$ cat src/sv/assert_macros.svh
// Assertion macros used by the modulator controller.
`ifndef ASSERT_MACROS_SVH
`define ASSERT_MACROS_SVH
// Implication checked on every clock edge outside reset.
`define ASSERT_IMPL(label, clk, rst_n, ante, cons, msg) \
  label: assert property (@(posedge clk) disable iff (!rst_n) (ante) |-> (cons)) \
    else $error(msg);
// Next-cycle implication checked outside reset.
`define ASSERT_NEXT(label, clk, rst_n, ante, cons, msg) \
  label: assert property (@(posedge clk) disable iff (!rst_n) (ante) |=> (cons)) \
    else $error(msg);
`endif

$ cat src/sv/mfsk_pkg.sv
// Package with types, constants and the sine table of the MFSK modulator.
`default_nettype none
package mfsk_pkg;
  localparam int TableDepth = 256;
  localparam int ToneBits = 7;
  localparam int SineEntries = 1024;
  localparam int SineBits = $clog2(SineEntries);
  localparam int IdxBits = $clog2(TableDepth);
  localparam logic [15:0] FadeMul = 16'd32113;
  localparam logic [15:0] RampStep = 16'd64;
  localparam logic [15:0] AmpFull = 16'd32767;

  typedef enum logic [1:0] {
    OP_TICK = 2'd0, OP_TONE = 2'd1, OP_CW = 2'd2, OP_START = 2'd3
  } op_t;

  typedef enum logic [2:0] {
    REG_BASE = 3'd0, REG_TONE = 3'd1, REG_SYMS = 3'd2, REG_SCNT = 3'd3,
    REG_FADE = 3'd4, REG_CWLEN = 3'd5, REG_DOT = 3'd6, REG_TUNE = 3'd7
  } reg_t;

  typedef enum logic [1:0] {
    MODE_IDLE = 2'd0, MODE_DATA = 2'd1, MODE_END = 2'd2, MODE_CW = 2'd3
  } mode_t;

  typedef enum logic [2:0] {
    ST_READY = 3'd0, ST_PHASE = 3'd1, ST_FADE = 3'd2, ST_MUL = 3'd3,
    ST_OUT = 3'd4, ST_FIN = 3'd5
  } ctl_state_t;

  typedef struct packed {
    logic [1:0] opcode;
    logic [7:0] entry_index;
    logic [6:0] entry_value;
  } in_beat_t;

  typedef struct packed {
    logic signed [15:0] sample;
    logic active;
    logic in_cw;
    logic finished;
  } out_beat_t;

  typedef struct packed {
    logic [31:0] base_step;
    logic [31:0] tone_step;
    logic [21:0] symbol_samples;
    logic [8:0] symbol_count;
    logic [15:0] fade_samples;
    logic [7:0] cw_length;
    logic [15:0] cw_dot_samples;
    logic tune_mode;
  } cfg_t;

  // Controller to datapath commands.
  typedef struct packed {
    logic take;   // latch input beat, do table writes / start
    logic phase;  // advance phase, fetch table entries
    logic fade;   // amplitude update
    logic mul;    // sine times amplitude
    logic fin;    // form result and advance counters
  } cmd_t;

  typedef struct packed {
    logic is_tick;
  } sts_t;

  function automatic logic [15:0] sine_val(input logic [SineBits-1:0] k);
    logic [63:0] x, x2, t, s;
    x = ((64'(2 * k) + 64'd1) * 64'd1686629713) >> (SineBits + 1);
    x2 = (x * x) >> 30;
    t = 64'd1073741824 - x2 / 64'd110;
    t = 64'd1073741824 - ((x2 * t) >> 30) / 64'd72;
    t = 64'd1073741824 - ((x2 * t) >> 30) / 64'd42;
    t = 64'd1073741824 - ((x2 * t) >> 30) / 64'd20;
    t = 64'd1073741824 - ((x2 * t) >> 30) / 64'd6;
    s = (x * t) >> 30;
    sine_val = 16'((s * 64'd32767 + 64'd536870912) >> 30);
  endfunction

  typedef logic [15:0] sine_rom_t [SineEntries];
  function automatic sine_rom_t make_rom();
    sine_rom_t r;
    for (int k = 0; k < SineEntries; k++) r[k] = sine_val(SineBits'(k));
    return r;
  endfunction
  localparam sine_rom_t SineRom = make_rom();
endpackage
`default_nettype wire

$ cat src/sv/mfsk_ctrl.sv
// Controller sequencing one beat through the datapath steps.
`default_nettype none
module mfsk_ctrl (
  input  wire logic clk,
  input  wire logic rst_n,
  input  wire logic in_valid,
  output logic in_ready,
  output logic out_valid,
  input  wire logic out_ready,
  input  wire mfsk_pkg::sts_t sts,
  output mfsk_pkg::cmd_t cmd
);
  import mfsk_pkg::*;
  `include "assert_macros.svh"
  ctl_state_t state_r, state_nxt;

  always_ff @(posedge clk) begin
    if (!rst_n) state_r <= ST_READY;
    else state_r <= state_nxt;
  end

  always_comb begin
    state_nxt = state_r;
    cmd = '0;
    in_ready = 1'b0;
    out_valid = 1'b0;
    unique case (state_r)
      ST_READY: begin
        in_ready = 1'b1;
        if (in_valid) begin
          cmd.take = 1'b1;
          state_nxt = ST_PHASE;
        end
      end
      ST_PHASE: begin
        if (sts.is_tick) begin
          cmd.phase = 1'b1;
          state_nxt = ST_FADE;
        end else begin
          state_nxt = ST_READY;
        end
      end
      ST_FADE: begin
        cmd.fade = 1'b1;
        state_nxt = ST_MUL;
      end
      ST_MUL: begin
        cmd.mul = 1'b1;
        state_nxt = ST_FIN;
      end
      ST_FIN: begin
        cmd.fin = 1'b1;
        state_nxt = ST_OUT;
      end
      ST_OUT: begin
        out_valid = 1'b1;
        if (out_ready) state_nxt = ST_READY;
      end
      default: state_nxt = ST_READY;
    endcase
  end

  `ASSERT_IMPL(a_excl, clk, rst_n, in_ready, !out_valid, "ready and valid together")
  `ASSERT_NEXT(a_take, clk, rst_n, in_valid && in_ready, state_r == ST_PHASE, "take lost")
  `ASSERT_NEXT(a_fin, clk, rst_n, cmd.fin, out_valid, "result not shown")
endmodule
`default_nettype wire

$ cat config.mk
export PLATFORM = sky130hd
export DESIGN_NAME = mfsk_ctrl
export DESIGN_NICKNAME = d
export VERILOG_FILES = /design/src/sv/mfsk_pkg.sv /design/src/sv/mfsk_ctrl.sv
export VERILOG_INCLUDE_DIRS = /design/src /design/src/sv
export SDC_FILE = /design/constraint.sdc
export NUM_CORES = 1
export LEC_CHECK = 0
export BUFFER_PORTS_ARGS = -buffer_cell sky130_fd_sc_hd__buf_2
export CORE_AREA = 3 3 40 42
export CTS_BUF_LIST = sky130_fd_sc_hd__clkbuf_8
export DETAILED_ROUTE_END_ITERATION = 10
export DIE_AREA = 0 0 43 45
export SLEW_MARGIN = 20
export SYNTH_ARGS = -nofsm -noshare
export SYNTH_HDL_FRONTEND = slang
export SYNTH_SLANG_ARGS = --single-unit
$ cat constraint.sdc
create_clock -name clk -period 2.6 [get_ports clk]
set_clock_uncertainty 0.1 [all_clocks]
set_input_delay 0.26 -clock clk [delete_from_list [all_inputs] [get_ports clk]]
set_output_delay 0.26 -clock clk [all_outputs]
set_load 0.01 [all_outputs]
### Word-level counts from Yosys, hierarchy flattened

Index checks and enable logic that the tools add are counted.

| word-level totals | value |
|---|---|
| bits in registers | 3 |
| input port bits | 5 |
| output and inout bits | 7 |
| logic and storage cells | 23 |

| cells by class | value |
|---|---|
| equality and inequality tests | 7 |
| multiplexer cells | 13 |
| reduce and logical (&&, ||, !) cells | 2 |

Operators with widths:

| kind | number |
|---|---|
| 3-bit case mux with 6 select lines | 1 |
| 1-bit two-way mux | 9 |
| 3-bit by 2-bit equality test with 1-bit output, second input constant | 2 |
| 3-bit equality test, second input constant | 2 |
| 3-bit two-way mux | 2 |
| 2-bit != test, second input constant | 2 |
| 3-bit by 1-bit equality test with 1-bit output, second input constant | 1 |
| 3-bit logical NOT | 1 |
| 2-bit two-way mux | 1 |
| 2-bit AND reduction | 1 |

### Depth between registers and ports, before layout

Gate-level depths: netlist (run 1).

| depth | value |
|---|---|
| word-level depth | 3 |
| gate-level depth with buffers | 3 |
| depth with buffers taken out | 2 |

### Worst setup path before layout (run 1)

No wires, ideal clock.

| path | value |
|---|---|
| path kind | register to output |
| start point | register state_r[0] |
| end point | output cmd[4] (netlist bit) |
| arrival | 0.890 ns |
| data required time | 2.240 ns |
| setup slack | 1.350 ns |
| stages on the path, launching flop included | 4 |
| buffers on the path | 1 |
| path through | dfxtp_1 buf_2 nor3_2 and2_1 |

RTL lines:

| item | line | RTL |
|---|---|---|
| start: declaration | mfsk_ctrl.sv:15 | `ctl_state_t state_r, state_nxt;` |
| start signal: assignment | mfsk_ctrl.sv:19 | `else state_r <= state_nxt;` |
| end: declaration | mfsk_ctrl.sv:11 | `output mfsk_pkg::cmd_t cmd` |

==> results.ini, run 1 <==
[sta]
rsz0062_at_grt=false
slew_viol_final=0
max_slew_margin=0.804
max_freq_mhz=669
setup_viol=0
hold_viol=0
fin_setup_tns_ns=0
finalCritPeriodShare=0.575
min_period_ns=1.50
finalHoldWorstSlack_ns=0.210
worst_slew_pin_slew_ns=0.294

[clocking]
insertion_delay_ns=0.22
cts_inserted_buffers=3
max-clock-path-buffers=2
clock-sinks=3
cts_tree=built
postCtsSetupRepairBufs=0
htreeDepth=1
cts-root-buf=clkbuf_8
cts_resized=0
hold_buffers=0
path_clk_slew_ns=0.03

[cells_and_area]
largest_register_ffs=3
fin_util=0.235
fill_cells=139
final_nets=41
area_growth_pct=56.5
reg_top3=state_r x3
fin_cells=50
drive_above_1_share=0.457
regMostFlops=state_r
diodes=0
design_area_sq_um=302

[yosys]
synth_edf_count=0
synthesis.area_sq_um=193
synthArstFlopShare=0
syn_avg_cell_area_sq_um=8.76
yosys-top-cells-count=3 x dfxtp_1, 3 x nand2b_1, 2 x a21oi_1, 2 x buf_2, 2 x nor3b_1
synth-seq-cells=3
ys_top_cells_by_area=dfxtp_1 31%, nand2b_1 9.7%, nor3b_1 7.8%, and4bb_2 6.5%, a21oi_1 5.2%
yosysSeqAreaShare=0.312
syn-num-nets=27
synth_top_area_frac=0.312
synthCells=22
yosysTopAreaCell=dfxtp_1
synthFlopType=dfxtp_1
ys_warn_count=0
yosysUniqueCellTypes=15

[route]
drt_pass1_iterations=4
ant_nets=0
routed_wl_um=505
vias=190
route.detailed.drc=0
first_iter_violations=3
wl_per_cell_um=10.1
viasPerCell=3.80

[grt]
gr-total-overflow=0
grt_usage=0.0582
grt_pass1_wl_um=738
grt_util_met3=0.0199
grtUsageMet2=0.0569
antenna_found_initial=0
use_met1=0.0673
grt_max_degree=11
grt_pass1_vias=179
busiest_layer=met4

[run]
drv_cap=0

[worst_setup_path]
arrival_ns=1.14
end_kind=output port
crit_type=reg -> out
critPathMaxFanout=8
required_ns=2.24
start_kind=flop

[pwr]
vdd_drop_max_v=0.000164
p_leak_uw=0.000148
power.density_nw_per_um2=703

[die]
die_x_um=43
placementRows=13
die_y_um=45
dieArea_sq_um=1940
initial_core_util=0.150
coreArea_sq_um=1280
io-pin-count=12

[placed_design]
dpl_cell_area_sq_um=256
port-buffer-count=11
dp_cells=46
place.gp.congestion=0.658
place.detailed.hpwl_um=348

[worst_hold_path]
hold_path.class=in -> reg

[outcome]
status=finished clean

==> area by class of cell <==
type	count	area [sq um]	area share
clock inverters	1	3.75	0.0124
well taps	15	18.8	0.0622
multi-input cells	16	119	0.394
clock buffers	3	41.3	0.137
repair buffers	11	55.1	0.183
flip-flops and latches	3	60.1	0.199
inverters	1	3.75	0.0124
==> path summary, 6_finish.rpt <==
check / start / to / slack [ns] / depth (start not counted)
max: state_r[1] / cmd[1] / 1.10 / 3
min: rst_n / state_r[2] / 0.21 / 2
max reg2reg: state_r[2] / state_r[2] / 1.58 / 2
min reg2reg: state_r[1] / state_r[1] / 0.49 / 2
==> per-stage QoR <==
step                setup WS (ns)  power [uW]
finish                       1.10         212
global route                0.986         221
CTS                          1.10         217
detailed placement           1.33        78.7
global placement             1.35        78.5
floorplan                    1.35        68.6
==> routing by layer <==
metal | vias to the layer above | share of wire
li1 | 104 | -
met2 | 8 | 0.42
met5 | - | 0
met1 | 78 | 0.49
met4 | 0 | 0
met3 | 0 | 0.089
==> placed cells by master (no fill, tap or decap) <==
cell / n
dfxtp_1: 3
a31o_1: 1
nand2b_1: 3
nor3b_1: 2
nor3_1: 1
nor4bb_1: 1
and2_1: 1
clkbuf_8: 3
nor3_2: 1
buf_2: 11
and3_1: 1
inv_1: 2
a21oi_1: 2
xor2_1: 1
and4bb_2: 1
nand3b_1: 1
==> logic make-up after synthesis <==
kind of cell	count (synthesis)	synth area share
XOR/XNOR	1	0.0455
AO/OA/AOI/OAI	3	0.0974
buffers and inverters	3	0.0714
flip-flops	3	0.312
AND/OR/NAND/NOR	12	0.474
==> worst max-delay path, stage by stage (launching register included) <==
cell and delay (ns):
dfxtp_1 0.46, inv_1 0.13, nor3b_1 0.17, buf_2 0.15
==> report_power, final <==
group          internal, uW  switching, uW  leakage, uW
clock network           101           33.4    0.0000269
logic                  13.0           10.6    0.0000971
registers              48.8           5.42    0.0000245
Power figures use the tool's default switching activity.
==> run 2: changes to the inputs <==
Settings changed: ABC_AREA set to 1.
Clock period 2.6 ns to 1.4 ns, I/O delays scaled along.
==> run 2 against run 1 <==
  * Hold slack got worse by 0.12 ns
  * Setup slack got worse by 0.99 ns
  * Non-clock buffer count is the same
  * Design area grew 0.41%
  * Critical path type unchanged
  * Largest power group unchanged
  * Highest routed layer is now met4
==> results.ini, run 2 <==
[outcome]
status=finished clean

[worst_setup_path]
start_kind=flop
critPathMaxFanout=7
required_ns=1.16
arrival_ns=1.05
crit_type=reg -> out
end_kind=output port

[die]
io-pin-count=12
dieArea_sq_um=1940
initial_core_util=0.141
coreArea_sq_um=1280
die_y_um=45
die_x_um=43
placementRows=13

[cells_and_area]
final_common_cell=buf_2
final_cell_mix=11 x buf_2, 10 x inv_1, 6 x nand2_1, 4 x nand3_1, 4 x nor2_1
fill_cells=154
final_nets=53
regMostFlops=state_r
reg_top3=state_r x3
area_growth_pct=66.9
multi_input_area_sq_um=90.1
largest_register_ffs=3
seqCellArea_sq_um=60.1
diodes=0
drive_above_1_share=0.319

[sta]
min_period_ns=1.29
max_slew_margin=0.857
slew_viol_final=0
setup_viol=0
worst_slew_pin_slew_ns=0.214
max_freq_mhz=776
rsz0062_at_grt=false
finalCritPeriodShare=0.920
fin_setup_tns_ns=0
hold_viol=0

[clocking]
clock-sinks=3
path_clk_slew_ns=0.03
hold_buffers=0
insertion_delay_ns=0.22
cts-root-buf=clkbuf_8
cts_tree=built
htreeDepth=1
cts_inserted_buffers=3
max-clock-path-buffers=2

[pwr]
power.density_nw_per_um2=1490
vdd_drop_max_v=0.000521
power_uw=451
p_leak_uw=0.000186

[placed_design]
place.gp.congestion=0.689
port-buffer-count=11
place.detailed.hpwl_um=394

[yosys]
yosys-top-cells-count=9 x inv_1, 6 x nand2_1, 5 x nor2_1
synthCells=32
synthesis.area_sq_um=181
synth_edf_count=0
syn_avg_cell_area_sq_um=5.67
synth_fa_ha_area_frac=0
synth_compound_area_frac=0.0828
syn-num-nets=37
synth_top_family_by_area=simple AND/OR/NAND/NOR gates
synth_simple_gate_area_frac=0.400
synthMuxAreaShare=0
synthFlopType=dfxtp_1
synth_xor_area_frac=0
yosysUniqueCellTypes=8
synthArstFlopShare=0
ys_warn_count=0
yosysMostFrequentCell=inv_1
yosysTopAreaCell=dfxtp_1
synth_top_area_frac=0.331
yosysSeqAreaShare=0.331
ys_top_cells_by_area=dfxtp_1 33%, inv_1 19%, nand2_1 12%, nand3_1 11%, nor2_1 10%
synth-seq-cells=3

[grt]
antenna_found_initial=0
grt_pass1_wl_um=807
grt_usage=0.0606
grt_pass1_vias=209
gr-total-overflow=0
grt_max_degree=8

[route]
first_iter_violations=1
routed_wl_um=502
drt_pass1_iterations=2
vias=230
ant_nets=0
route.detailed.drc=0
viasPerCell=3.71
wl_per_cell_um=8.10

[worst_hold_path]
hold_path.class=in -> reg

[run]
drv_cap=0

[run 2: cell types whose count changed in the layout (fill, tap and decap cells not counted), sizes merged, moves of 2 or more]
cell	before	now
nor3b	2	0
inv	2	10
nor2	0	5
nand2	0	6
nand3	0	4
nand2b	3	0
[run 2: metal layers]
metal | up-vias | part of all wire | global-route usage | wire, um
li1 | 126 | - | - | -
met1 | 94 | 0.41 | 0.0502 | 208
met2 | 8 | 0.48 | 0.105 | 241
met3 | 2 | 0.088 | 0.0319 | 44
met4 | 0 | 0.016 | 0.0542 | 8
met5 | - | 0 | 0 | 0
[run 2: per-stage QoR]
stage / std cells / hold slack [ns] / area (sq um) / setup slack (ns) / util
final: 62 / 0.0952 / 303 / 0.112 / 0.236
after global routing: 62 / 0.123 / 303 / 0.00141 / 0.236
after CTS: 62 / 0.100 / 300 / 0.0895 / 0.234
after detailed placement: 58 / 0.304 / 255 / 0.314 / 0.199
after global placement: 58 / 0.303 / 255 / 0.296 / 0.199
after floorplan: 32 / 0.190 / 181 / 0.417 / -
[run 2: timing repair]
action | CTS | global route
setup endpoints to repair | 0 | 1
endpoints found under the hold margin | 0 | 0
gates resized for setup | 0 | 1
setup buffers | 0 | 0
[run 2: final timing paths]
check | from | endpoint | slack (ns) | cells after the start
setup reg to reg | state_r[1] | state_r[0] | 0.42 | 4
hold reg to reg | state_r[2] | state_r[2] | 0.47 | 2
hold / removal | rst_n | state_r[0] | 0.1 | 3
setup / recovery | state_r[2] | cmd[4] | 0.11 | 4
[run 2: worst max-delay path, cell delays in order (launching register included)]
cell and delay, ns:
dfxtp_1 0.34, inv_1 0.18, nand2_1 0.10, nor2_1 0.08
buf_2 0.13
[run 2: where the power goes]
group / total, uW / leakage (uW) / internal (uW) / switching, uW
sequential: 110 / 0.0000246 / 95.7 / 14.1
combinational: 93.9 / 0.000135 / 39.6 / 54.2
clock: 248 / 0.0000269 / 187 / 60.6
total: 451 / 0.000186 / 322 / 129
[run 2: logic make-up after synthesis]
kind of cell | count (synthesis)
compound gates | 3
buf+inv | 9
flops | 3
simple gates | 17
[run 2: layout make-up]
type                    instances  area share
multi-input cells              20       0.298
flip-flops and latches          3       0.198
repair buffers                 11       0.182
clock buffers                   3       0.136
inverters                       9       0.112
well taps                      15      0.0620
clock inverters                 1      0.0124
==> run 3: changes to the inputs <==
Settings changed: CTS_BUF_LIST sky130_fd_sc_hd__clkbuf_8 to unset, PLACE_DENSITY_LB_ADDON set to 0.2.
==> run 3 against run 2 <==
  * Utilization shrank 1.4 points
  * Sequential cell count is the same
  * Sequential power is essentially flat
  * Maximum frequency grew 2.4%
  * Via count grew 3.0%
  * Power shrank 21%
  * Die area is the same
  * Final cell count is the same
  * Global-route usage shrank 0.41 points
  * Critical path type unchanged
==> results.ini, run 3 (same netlist as run 2, synthesis figures left out) <==
[clocking]
insertion_delay_ns=0.24
postCtsSetupRepairBufs=0
path_clk_slew_ns=0.04
cts_inserted_buffers=3
max-clock-path-buffers=2
clock-sinks=3
cts-root-buf=clkbuf_4
htreeDepth=1
cts_tree=built

[sta]
min_period_ns=1.26
max_freq_mhz=795
rsz0062_at_grt=false
setup_viol=0
finalHoldWorstSlack_ns=0.0570
max_slew_margin=0.881
fin_setup_tns_ns=0
hold_viol=0
slew_viol_final=0
finalCritPeriodShare=0.898
worst_slew_pin_slew_ns=0.178

[grt]
grt_pass1_vias=192
grt_usage=0.0566
antenna_found_initial=0
grt_pass1_wl_um=724
gr-total-overflow=0
grt_max_degree=8

[route]
viasPerCell=3.82
wl_per_cell_um=7.63
drt_pass1_iterations=4
routed_wl_um=473
route.detailed.drc=0
vias=237
first_iter_violations=4
ant_nets=0

[worst_setup_path]
start_kind=flop
end_kind=output port
rrSetupSlack_ns=0.44
critPathMaxFanout=5
arrival_ns=1.02
crit_type=reg -> out
required_ns=1.16

[die]
die_y_um=45
die_x_um=43
io-pin-count=12
placementRows=13
coreArea_sq_um=1280
initial_core_util=0.141
dieArea_sq_um=1940

[cells_and_area]
fill_cells=157
final_nets=53
final_cell_mix=11 x buf_2, 8 x inv_1, 6 x nand2_1, 4 x nand3_1, 4 x nor2_1
largest_register_ffs=3
drive_above_1_share=0.362
fin_cells=62
reg_top3=state_r x3
diodes=0
area_growth_pct=57.2
regMostFlops=state_r
final_common_cell=buf_2

[pwr]
vdd_drop_max_v=0.000300
p_leak_uw=0.000175
power_uw=357
power.density_nw_per_um2=1250

[run]
drv_cap=0

[placed_design]
place.gp.congestion=0.634
dp_cells=58
place.detailed.hpwl_um=387
port-buffer-count=11

[outcome]
status=finished clean

[worst_hold_path]
hold_path.class=in -> reg

-- run 3: power by group --
part	internal, uW	switching [uW]	total [uW]
Combinational	39.4	52.3	91.7
Sequential	96.7	14.6	111
Clock	107	46.8	154
-- run 3: cell type report --
| class | instances | area [sq um] | area share |
|---|---|---|---|
| inverters | 9 | 33.8 | 0.118 |
| flip-flops and latches | 3 | 61.3 | 0.215 |
| repair buffers | 11 | 55.1 | 0.193 |
| clock buffers | 4 | 26.3 | 0.0921 |
| multi-input cells | 20 | 90.1 | 0.316 |
| well taps | 15 | 18.8 | 0.0658 |
-- run 3: worst max-delay path, stage by stage, from the launching register on --
cell and delay (ns):
dfxtp_1 0.34, nor2_2 0.15, nand2_1 0.08, nor2_1 0.08, buf_2 0.13
-- run 3: repair_timing --
item	in CTS	in global routing
endpoints found under the setup margin	0	3
gates resized for setup	0	3
hold endpoints to repair	0	0
hold buffers	0	0
-- run 3: per-stage QoR --
stage | util | area [sq um] | worst slack [ns]
floorplan | - | 181 | 0.417
global placement | 0.199 | 255 | 0.272
detailed placement | 0.199 | 255 | 0.333
CTS | 0.219 | 282 | 0.0662
global route | 0.222 | 285 | 0.0109
finish | 0.222 | 285 | 0.143
-- run 3: path summary, 6_finish.rpt --
kind                    from         end  cells past startpoint
setup / recovery  state_r[1]      cmd[4]                      4
hold / removal         rst_n  state_r[0]                      3
setup reg to reg  state_r[1]  state_r[2]                      5
hold reg to reg   state_r[2]  state_r[2]                      2
-- run 3: layer usage --
layer | track usage | wire length (um) | vias to the layer above
li1 | - | - | 126
met1 | 0.0409 | 155 | 102
met2 | 0.0838 | 253 | 6
met3 | 0.0438 | 42 | 3
met4 | 0.0723 | 22 | 0
met5 | 0 | 0 | -
